--- src/csop_pkg.sv ---
// Shared types and constants for the column surface owner probe.
package csop_pkg;

  localparam logic [1:0] OP_WRITE_TILE  = 2'd0;
  localparam logic [1:0] OP_WRITE_ORDER = 2'd1;
  localparam logic [1:0] OP_PROBE       = 2'd2;

  localparam logic signed [15:0] TOP_SENTINEL = 16'sh7fff;
  localparam logic [4:0]         NO_OWNER     = 5'h1f;

  localparam int IN_DATA_W  = 88;
  localparam int OUT_DATA_W = 24;

  // request payload, first field in the high bits
  typedef struct packed {
    logic signed [15:0] column_x;
    logic [3:0]         order_entry;
    logic [15:0]        tile_height;
    logic [15:0]        tile_width;
    logic signed [15:0] tile_top;
    logic signed [15:0] tile_left;
    logic [3:0]         slot_index;
  } in_data_t;

  typedef struct packed {
    logic [2:0]         pad;
    logic [4:0]         owner_index;
    logic signed [15:0] surface_y;
  } out_data_t;

  typedef struct packed {
    logic [15:0]        height;
    logic [15:0]        width;
    logic signed [15:0] top;
    logic signed [15:0] left;
  } tile_t;

  typedef struct packed {
    logic tile_we;
    logic order_we;
    logic start;
    logic scan_issue;
    logic own_issue;
    logic cnt_clear;
    logic out_load;
  } cmd_t;

  typedef struct packed {
    logic cnt_done;
    logic covered;
    logic hit;
    logic busy;
    logic out_free;
  } status_t;

endpackage

--- src/csop_ram.sv ---
// Generic single-write, single-read RAM with registered read data.
module csop_ram #(
  parameter int WIDTH = 8,
  parameter int DEPTH = 16
) (
  input  logic                                   clk,
  input  logic                                   we,
  input  logic [(DEPTH > 1 ? $clog2(DEPTH) : 1)-1:0] waddr,
  input  logic [WIDTH-1:0]                       wdata,
  input  logic [(DEPTH > 1 ? $clog2(DEPTH) : 1)-1:0] raddr,
  output logic [WIDTH-1:0]                       rdata
);

  logic [WIDTH-1:0] mem [DEPTH];

  always_ff @(posedge clk) begin
    if (we) begin
      mem[waddr] <= wdata;
    end
    rdata <= mem[raddr];
  end

endmodule

--- src/csop_ctrl.sv ---
// Sequencer for table writes and the two scan passes of a probe.
module csop_ctrl (
  input  logic               clk,
  input  logic               rst,
  input  logic               s_tvalid,
  output logic               s_tready,
  input  logic [1:0]         s_tuser,
  input  csop_pkg::status_t  status,
  output csop_pkg::cmd_t     cmd
);

  localparam logic [2:0] S_IDLE  = 3'd0;
  localparam logic [2:0] S_SCAN  = 3'd1;
  localparam logic [2:0] S_CHECK = 3'd2;
  localparam logic [2:0] S_OWN   = 3'd3;
  localparam logic [2:0] S_DONE  = 3'd4;

  logic [2:0] state;
  logic [2:0] state_next;
  logic       accept;

  assign s_tready = (state == S_IDLE);
  assign accept   = s_tvalid && s_tready;

  always_comb begin
    state_next = state;
    cmd        = '0;
    cmd.tile_we  = accept && (s_tuser == csop_pkg::OP_WRITE_TILE);
    cmd.order_we = accept && (s_tuser == csop_pkg::OP_WRITE_ORDER);
    case (state)
      S_IDLE: begin
        if (accept && s_tuser == csop_pkg::OP_PROBE) begin
          cmd.start  = 1'b1;
          state_next = S_SCAN;
        end
      end
      S_SCAN: begin
        if (status.cnt_done) begin
          state_next = S_CHECK;
        end else begin
          cmd.scan_issue = 1'b1;
        end
      end
      S_CHECK: begin
        if (status.covered) begin
          cmd.cnt_clear = 1'b1;
          state_next    = S_OWN;
        end else begin
          state_next = S_DONE;
        end
      end
      S_OWN: begin
        if (status.hit) begin
          state_next = S_DONE;
        end else if (!status.cnt_done) begin
          cmd.own_issue = 1'b1;
        end else if (!status.busy) begin
          state_next = S_DONE;
        end
      end
      S_DONE: begin
        if (status.out_free) begin
          cmd.out_load = 1'b1;
          state_next   = S_IDLE;
        end
      end
      default: begin
        state_next = S_IDLE;
      end
    endcase
  end

  always_ff @(posedge clk) begin
    if (rst) begin
      state <= S_IDLE;
    end else begin
      state <= state_next;
    end
  end

endmodule

--- src/csop_dp.sv ---
// Tile and order tables, scan counter, compare logic and result register.
module csop_dp #(
  parameter int MAX_TILES = 16
) (
  input  logic                              clk,
  input  logic                              rst,
  input  logic [csop_pkg::IN_DATA_W-1:0]    s_tdata,
  input  logic                              cfg_we,
  input  logic [4:0]                        cfg_wdata,
  input  csop_pkg::cmd_t                    cmd,
  output csop_pkg::status_t                 status,
  output logic                              m_tvalid,
  input  logic                              m_tready,
  output logic [csop_pkg::OUT_DATA_W-1:0]   m_tdata
);

  localparam int IDX_W = (MAX_TILES > 1) ? $clog2(MAX_TILES) : 1;
  localparam int CW    = $clog2(MAX_TILES + 1);

  csop_pkg::in_data_t  din;
  csop_pkg::tile_t     tile_wr;
  csop_pkg::tile_t     tile_rd;
  csop_pkg::out_data_t dout;

  logic [4:0]         tile_count;
  logic [CW-1:0]      n;
  logic [CW-1:0]      cnt;
  logic [7:0]         count_ext;
  logic [7:0]         limit_ext;
  logic signed [15:0] x;
  logic signed [15:0] best;
  logic               found;
  logic               hit;
  logic [3:0]         owner;
  logic               v1;
  logic               ov;
  logic               tv;
  logic [3:0]         t_q;
  logic [3:0]         order_rdata;
  logic               slot_ok;
  logic               t_ok;
  logic [IDX_W-1:0]   tile_raddr;
  logic signed [17:0] x_s;
  logic signed [17:0] left_s;
  logic signed [17:0] right_s;
  logic signed [17:0] top_s;
  logic signed [17:0] bot_s;
  logic signed [17:0] best_s;
  logic               span;
  logic               vert;

  assign din       = csop_pkg::in_data_t'(s_tdata);
  assign slot_ok   = 8'(din.slot_index) < 8'(MAX_TILES);
  assign t_ok      = 8'(order_rdata) < 8'(MAX_TILES);
  assign count_ext = {3'b000, tile_count};
  assign limit_ext = 8'(MAX_TILES);

  assign tile_wr.height = din.tile_height;
  assign tile_wr.width  = din.tile_width;
  assign tile_wr.top    = din.tile_top;
  assign tile_wr.left   = din.tile_left;

  // the second pass addresses the tile table with the order slot contents
  assign tile_raddr = ov ? IDX_W'(order_rdata) : cnt[IDX_W-1:0];

  csop_ram #(.WIDTH($bits(csop_pkg::tile_t)), .DEPTH(MAX_TILES)) u_tile_ram (
    .clk   (clk),
    .we    (cmd.tile_we && slot_ok),
    .waddr (IDX_W'(din.slot_index)),
    .wdata (tile_wr),
    .raddr (tile_raddr),
    .rdata (tile_rd)
  );

  csop_ram #(.WIDTH(4), .DEPTH(MAX_TILES)) u_order_ram (
    .clk   (clk),
    .we    (cmd.order_we && slot_ok),
    .waddr (IDX_W'(din.slot_index)),
    .wdata (din.order_entry),
    .raddr (cnt[IDX_W-1:0]),
    .rdata (order_rdata)
  );

  // edge sums at 18 bits never wrap
  always_comb begin
    x_s     = {{2{x[15]}}, x};
    left_s  = {{2{tile_rd.left[15]}}, tile_rd.left};
    right_s = left_s + {2'b00, tile_rd.width};
    top_s   = {{2{tile_rd.top[15]}}, tile_rd.top};
    bot_s   = top_s + {2'b00, tile_rd.height};
    best_s  = {{2{best[15]}}, best};
    span    = (x_s >= left_s) && (x_s < right_s);
    vert    = (best_s >= top_s) && (best_s < bot_s);
  end

  assign status.cnt_done = (cnt == n);
  assign status.covered  = found && (best != csop_pkg::TOP_SENTINEL);
  assign status.hit      = hit;
  assign status.busy     = ov || tv;
  assign status.out_free = !m_tvalid || m_tready;

  assign dout.pad         = '0;
  assign dout.surface_y   = status.covered ? best : 16'sd0;
  assign dout.owner_index = hit ? {1'b0, owner} : csop_pkg::NO_OWNER;

  always_ff @(posedge clk) begin
    if (rst) begin
      tile_count <= '0;
      found      <= 1'b0;
      hit        <= 1'b0;
      v1         <= 1'b0;
      ov         <= 1'b0;
      tv         <= 1'b0;
      m_tvalid   <= 1'b0;
    end else begin
      if (cfg_we) begin
        tile_count <= cfg_wdata;
      end
      v1 <= cmd.scan_issue;
      ov <= cmd.own_issue;
      tv <= ov && t_ok;
      if (cmd.start) begin
        found <= 1'b0;
        hit   <= 1'b0;
      end
      if (v1 && span && (!found || tile_rd.top < best)) begin
        found <= 1'b1;
      end
      if (tv && !hit && span && vert) begin
        hit <= 1'b1;
      end
      if (cmd.out_load) begin
        m_tvalid <= 1'b1;
      end else if (m_tready) begin
        m_tvalid <= 1'b0;
      end
    end
  end

  always_ff @(posedge clk) begin
    t_q <= order_rdata;
    if (cmd.start) begin
      x <= din.column_x;
      n <= CW'((count_ext > limit_ext) ? limit_ext : count_ext);
    end
    if (cmd.start || cmd.cnt_clear) begin
      cnt <= '0;
    end else if (cmd.scan_issue || cmd.own_issue) begin
      cnt <= cnt + CW'(1);
    end
    if (v1 && span && (!found || tile_rd.top < best)) begin
      best <= tile_rd.top;
    end
    if (tv && !hit && span && vert) begin
      owner <= t_q;
    end
    if (cmd.out_load) begin
      m_tdata <= dout;
    end
  end

endmodule

--- src/column_surface_owner_probe_top.sv ---
// Top level of the column surface owner probe.
//
// Input stream (s_*): s_tuser carries the operation. Tile writes and order
// slot writes give no result. A probe request gives one result on the
// output stream (m_*): the smallest top of the tiles covering column_x and
// the frontmost listed tile owning that point (all ones, NO_OWNER, if none;
// surface 0 and owner NO_OWNER if nothing covers the column). The tile
// table has one read port and is scanned over n entries, n being tile_count
// capped at MAX_TILES: once for the surface and once, through the order
// table, for the owner; the owner scan stops at the first hit. s_tready is
// low while a probe runs. A finished result waits in the output register
// while the next request is taken; a probe that finishes while the receiver
// stalls holds until the register frees. tile_count is written through
// cfg_we and cfg_wdata; write it only while the block is idle, which the
// block itself does not enforce. Reset clears tile_count and the handshake
// state; table contents are undefined until written.
module column_surface_owner_probe_top #(
  parameter int MAX_TILES = 16
) (
  input  logic                            clk,
  input  logic                            rst,
  input  logic                            s_tvalid,
  output logic                            s_tready,
  // slot_index, tile_left, tile_top, tile_width, tile_height,
  // order_entry, column_x
  input  logic [csop_pkg::IN_DATA_W-1:0]  s_tdata,
  // operation
  input  logic [1:0]                      s_tuser,
  output logic                            m_tvalid,
  input  logic                            m_tready,
  // surface_y, owner_index, zero pad
  output logic [csop_pkg::OUT_DATA_W-1:0] m_tdata,
  input  logic                            cfg_we,
  input  logic [4:0]                      cfg_wdata
);

  csop_pkg::cmd_t    cmd;
  csop_pkg::status_t status;

  csop_ctrl u_ctrl (
    .clk      (clk),
    .rst      (rst),
    .s_tvalid (s_tvalid),
    .s_tready (s_tready),
    .s_tuser  (s_tuser),
    .status   (status),
    .cmd      (cmd)
  );

  csop_dp #(.MAX_TILES(MAX_TILES)) u_dp (
    .clk       (clk),
    .rst       (rst),
    .s_tdata   (s_tdata),
    .cfg_we    (cfg_we),
    .cfg_wdata (cfg_wdata),
    .cmd       (cmd),
    .status    (status),
    .m_tvalid  (m_tvalid),
    .m_tready  (m_tready),
    .m_tdata   (m_tdata)
  );

endmodule

--- config.mk ---
export PLATFORM = sky130hd
export DESIGN_NAME = column_surface_owner_probe_top
export DESIGN_NICKNAME = d
export VERILOG_FILES = /design/src/csop_pkg.sv /design/src/csop_ram.sv /design/src/csop_ctrl.sv /design/src/csop_dp.sv /design/src/column_surface_owner_probe_top.sv
export SDC_FILE = /design/constraint.sdc
export NUM_CORES = 1
export LEC_CHECK = 0
export BUFFER_PORTS_ARGS = -buffer_cell sky130_fd_sc_hd__buf_2
export CAP_MARGIN = 0
export CORE_MARGIN = 3
export CORE_UTILIZATION = 49
export CTS_BUF_LIST = sky130_fd_sc_hd__clkbuf_16
export DETAILED_ROUTE_END_ITERATION = 16
export GPL_ROUTABILITY_DRIVEN = 1
export PLACE_DENSITY = 0.67
export SLEW_MARGIN = 10
export SYNTH_ARGS = -nofsm -noshare
export SYNTH_HDL_FRONTEND = slang
export SYNTH_SLANG_ARGS = --single-unit
export TNS_END_PERCENT = 100
--- constraint.sdc ---
create_clock -name clk -period 18.3 [get_ports clk]
set_input_delay 2.745 -clock clk [delete_from_list [all_inputs] [get_ports clk]]
set_output_delay 2.745 -clock clk [all_outputs]
set_load 0.01 [all_outputs]
==> metrics list <==
- Iteration-0 DRC count of the detailed router: 2,433
- Measured along the y axis, the die boundary spans 323 um.
- Power per Cell Area: around 140 nW/um2
- Top FF cell, synth: edfxtp_1
* Area fraction in compound gates after synthesis: 4.07%
- At the later pin of the worst-skew pair, clock insertion delay measures 700 ps.
- Post-route DRC: 0
* Effective utilization at floorplan: 49.6%
- Critical path launch point type: primary input
* Root cell of the clock tree: clkbuf_16
- Number of placed cells counting well taps: 3,835
* Post-placement cell area: ~51,000 um2
- Global-route congestion overflow total: 0
- Die area: 104,000 um2
- From left edge to right edge, the die measures around 320 um.
* Router iterations before antenna repair: 6
- Pleak: 18.5 nW
- At the worst endpoint, the required time is 18,620 ps.
* Capturing element type of the critical path: flip-flop
- Prior to clock tree synthesis, the placed netlist has a worst setup slack of between 10,000 and 15,000 ps.
- Final min period: 5010 ps
- Summing the areas of all xor and xnor instances in the mapped netlist gives 0.695% of the synthesized area.
- Worst slew margin: 24.7%
* Htree depth: 3
* Post-Layout Cell Count: 4,066
- Routed wirelength normalized by instance count: 27.0 um
* Final-report hold violation count: 0
- In the final layout, the share of cells above drive strength 1 is 24.3%.
- Post-route antenna net violation count: 0
- Across the run, the number of max-cap violations was 0.
- The first global-routing pass estimated 164 mm of wire.
- Highest ir drop seen on vdd: 0.000102 V
- Endpoints failing setup: 0
* Count of hold buffers inserted by post-cts repair: 0
- TritonCTS sink count: 1,241
- After synthesis the cells add up to 49,100 um2.
- After synthesis, the share of flip-flops with an asynchronous set or reset is 0%.
* Final period utilization: 27.4%
* Nets: 2,872
- DR vias: 24.5k
- Yosys warnings: 0
- Placer Congestion: a little over 0.8
* Worst path setup slack after routing: 13,290 ps
* WHS: 387 ps
- Final slew viol count: 0
* Post-synthesis simple-gate area fraction: 4.00%
- Number of input and output port buffers inserted: 122
* Result of the run: complete, no violations
* Setup repair after global routing missed its margin: false
- Post-synthesis share of cell area spent on full adders, half adders and majority gates: 2.65%
- Fin util: 55.7%
- Share of synthesized area occupied by flip-flops and latches: 74.0%
* Number of synthesized register bits: 1,241
- Worst Path Max Fanout: 39
- Largest family of logic cells by synthesized area: multiplexers
- Reg2Reg Setup Slack: 13,360 ps
- Final non-filler cell area: 55,100 um2
- The design draws 7.77 mW.
- Total routing usage reported by global routing: a little over a fifth
- Post-synthesis cell type count: 66
- Synthesis produced 2,502 cells.
- 126 I/O pins were placed.
- The portion of synthesized area spent on multiplexers is 12.9%.
* Clock tree from TritonCTS: done
* Maximum number of pins on one net before global-route repair: 129
* Syn-to-layout area delta: 12.1%
* Placed wire-length estimate: 63.9 mm
- At the pin with the least slew margin, the transition time is approximately 1100 ps.
* Worst min-delay path class: flip-flop to flip-flop
- Max Clock Skew: 20.3 ps
- The longest clock path from root to sink contains 3 buffers.
- Gates resized, CTS repair: 0
- Setup total negative slack on the finished layout was measured at 0 ps.
- The setup path with the least slack is of type primary input to flip-flop.
- Dividing the detail-routed via count by the number of cells gives 6.03.
* Core Box Area: around 99,000 um2
- Row count: roughly 120
* Mean instance size in the synthesized netlist: roughly 20 um2
* Clock edge transition at the registers on the reported setup and hold paths: 60 ps
- Data arrives at the worst endpoint at between 5000 and 6000 ps.
- Summed over all layers, the routed wires come to 110 mm.
* EDFF count, synth: 1,150
- Via count of the first global-routing pass: 25.2k
* Number of setup buffers added after CTS: 0
- TritonCTS created 119 clock buffers.
- The initial antenna violation count came to 14.
- Timing-limited maximum frequency: 0.200 GHz
cell families after synthesis:
group | after synthesis
XOR/XNOR | 39
buffers and inverters | 165
adder cells (fa/ha/maj) | 103
AND/OR/NAND/NOR | 395
multiplexers | 289
other | 1
flip-flops | 1241
AO/OA/AOI/OAI | 269
worst max-delay path: stages:
cell and delay [ps]:
buf_2 110, and4bb_2 380, nand3_1 320, nor2_4 950, buf_4 760
path summary, 6_finish.rpt:
| kind | startpoint | to | cells past startpoint |
|---|---|---|---|
| worst max-delay path | s_tuser[0] | u_dp.u_tile_ram.mem[14][43]$_DFFE_PP_ | 5 |
| worst min-delay path | u_dp.u_order_ram.rdata[2]$_DFF_P_ | u_dp.t_q[2]$_DFF_P_ | 0 |
| worst max register to register | u_dp.u_tile_ram.rdata[0]$_DFF_P_ | u_dp.best[15]$_DFFE_PP_ | 17 |
| worst min register to register | u_dp.u_order_ram.rdata[2]$_DFF_P_ | u_dp.t_q[2]$_DFF_P_ | 0 |
registers in the layout (all words and copies together), names as in the netlist:
signal and cells:
u_dp.hit 1, u_dp.v1 1, u_dp.x 16, u_dp.u_order_ram.mem 64
u_dp.best 16, u_dp.ov 1, u_dp.owner 4, u_dp.m_tdata 21
u_dp.tv 1, u_dp.n 5, u_dp.t_q 4, u_dp.cnt 5
u_dp.m_tvalid 1, u_dp.found 1, u_dp.u_order_ram.rdata 4, u_dp.tile_count 5
u_ctrl.state 3, u_dp.u_tile_ram.rdata 64, u_dp.u_tile_ram.mem 1024
cell type report:
class | instances | area [um2]
Tap cell | 1287 | 1610
Timing Repair Buffer | 162 | 948
Multi-Input combinational cell | 1098 | 12100
Clock inverter | 102 | 764
Fill cell | 7453 | 43900
Clock buffer | 124 | 3100
Antenna cell | 5 | 12.5
Sequential cell | 1241 | 36400
Inverter | 47 | 176
synth_stat cells, drive strengths merged, types with 18 or more instances:
cell type	count	area (um2)
edfxtp	1150	34500
mux4	276	6220
nand2	148	556
ha	101	1260
dfxtp	91	1820
and2	82	513
a211oi	72	701
buf	70	455
a31oi	68	425
nor2	57	214
clkbuf	48	180
inv	47	176
a21oi	44	220
xor2	22	193
nand4	21	131
o21ai	21	105
nand2b	20	125
a21o	18	135
power breakdown:
part / internal, mW / switching [mW] / leakage (nW)
Sequential: 3.22 / 0.135 / 11.1
Combinational: 0.935 / 1.09 / 5.36
Clock: 1.38 / 1.02 / 2.03
per-layer routing:
| metal | track usage, % | routed length (um) | vias up | share of wire (%) |
|---|---|---|---|---|
| met4 | 6.10 | 2550 | 2 | 2.3 |
| met1 | 30.2 | 45600 | 12900 | 42 |
| met5 | 0 | 13 | - | 0.012 |
| li1 | - | - | 10500 | - |
| met3 | 3.79 | 8010 | 160 | 7.3 |
| met2 | 34.7 | 53600 | 912 | 49 |
layout by cell type (no fill, tap or decap), types with 7 or more instances in the layout:
cell type and count:
ha_1 101, a31oi_1 68, nand3b_1 7, clkinv_2 26, inv_1 80, nor2_4 12
a211oi_1 40, nor2_1 45, xor2_1 22, nand2b_1 20, nand3_1 10, nor2b_1 11
o21a_1 9, buf_2 122, o211ai_1 8, a21oi_1 44, dfxtp_1 91, xnor2_1 17
clkbuf_16 124, nor3_1 9, nand2_1 148, clkinv_1 22, and2_1 82, nand4_1 21
and3_1 7, o21ai_0 20, bufinv_16 11, a211oi_2 32, mux2i_1 7, a21o_1 18
mux4_2 276, buf_4 37, edfxtp_1 1150
(Power assumes the default switching activity.)
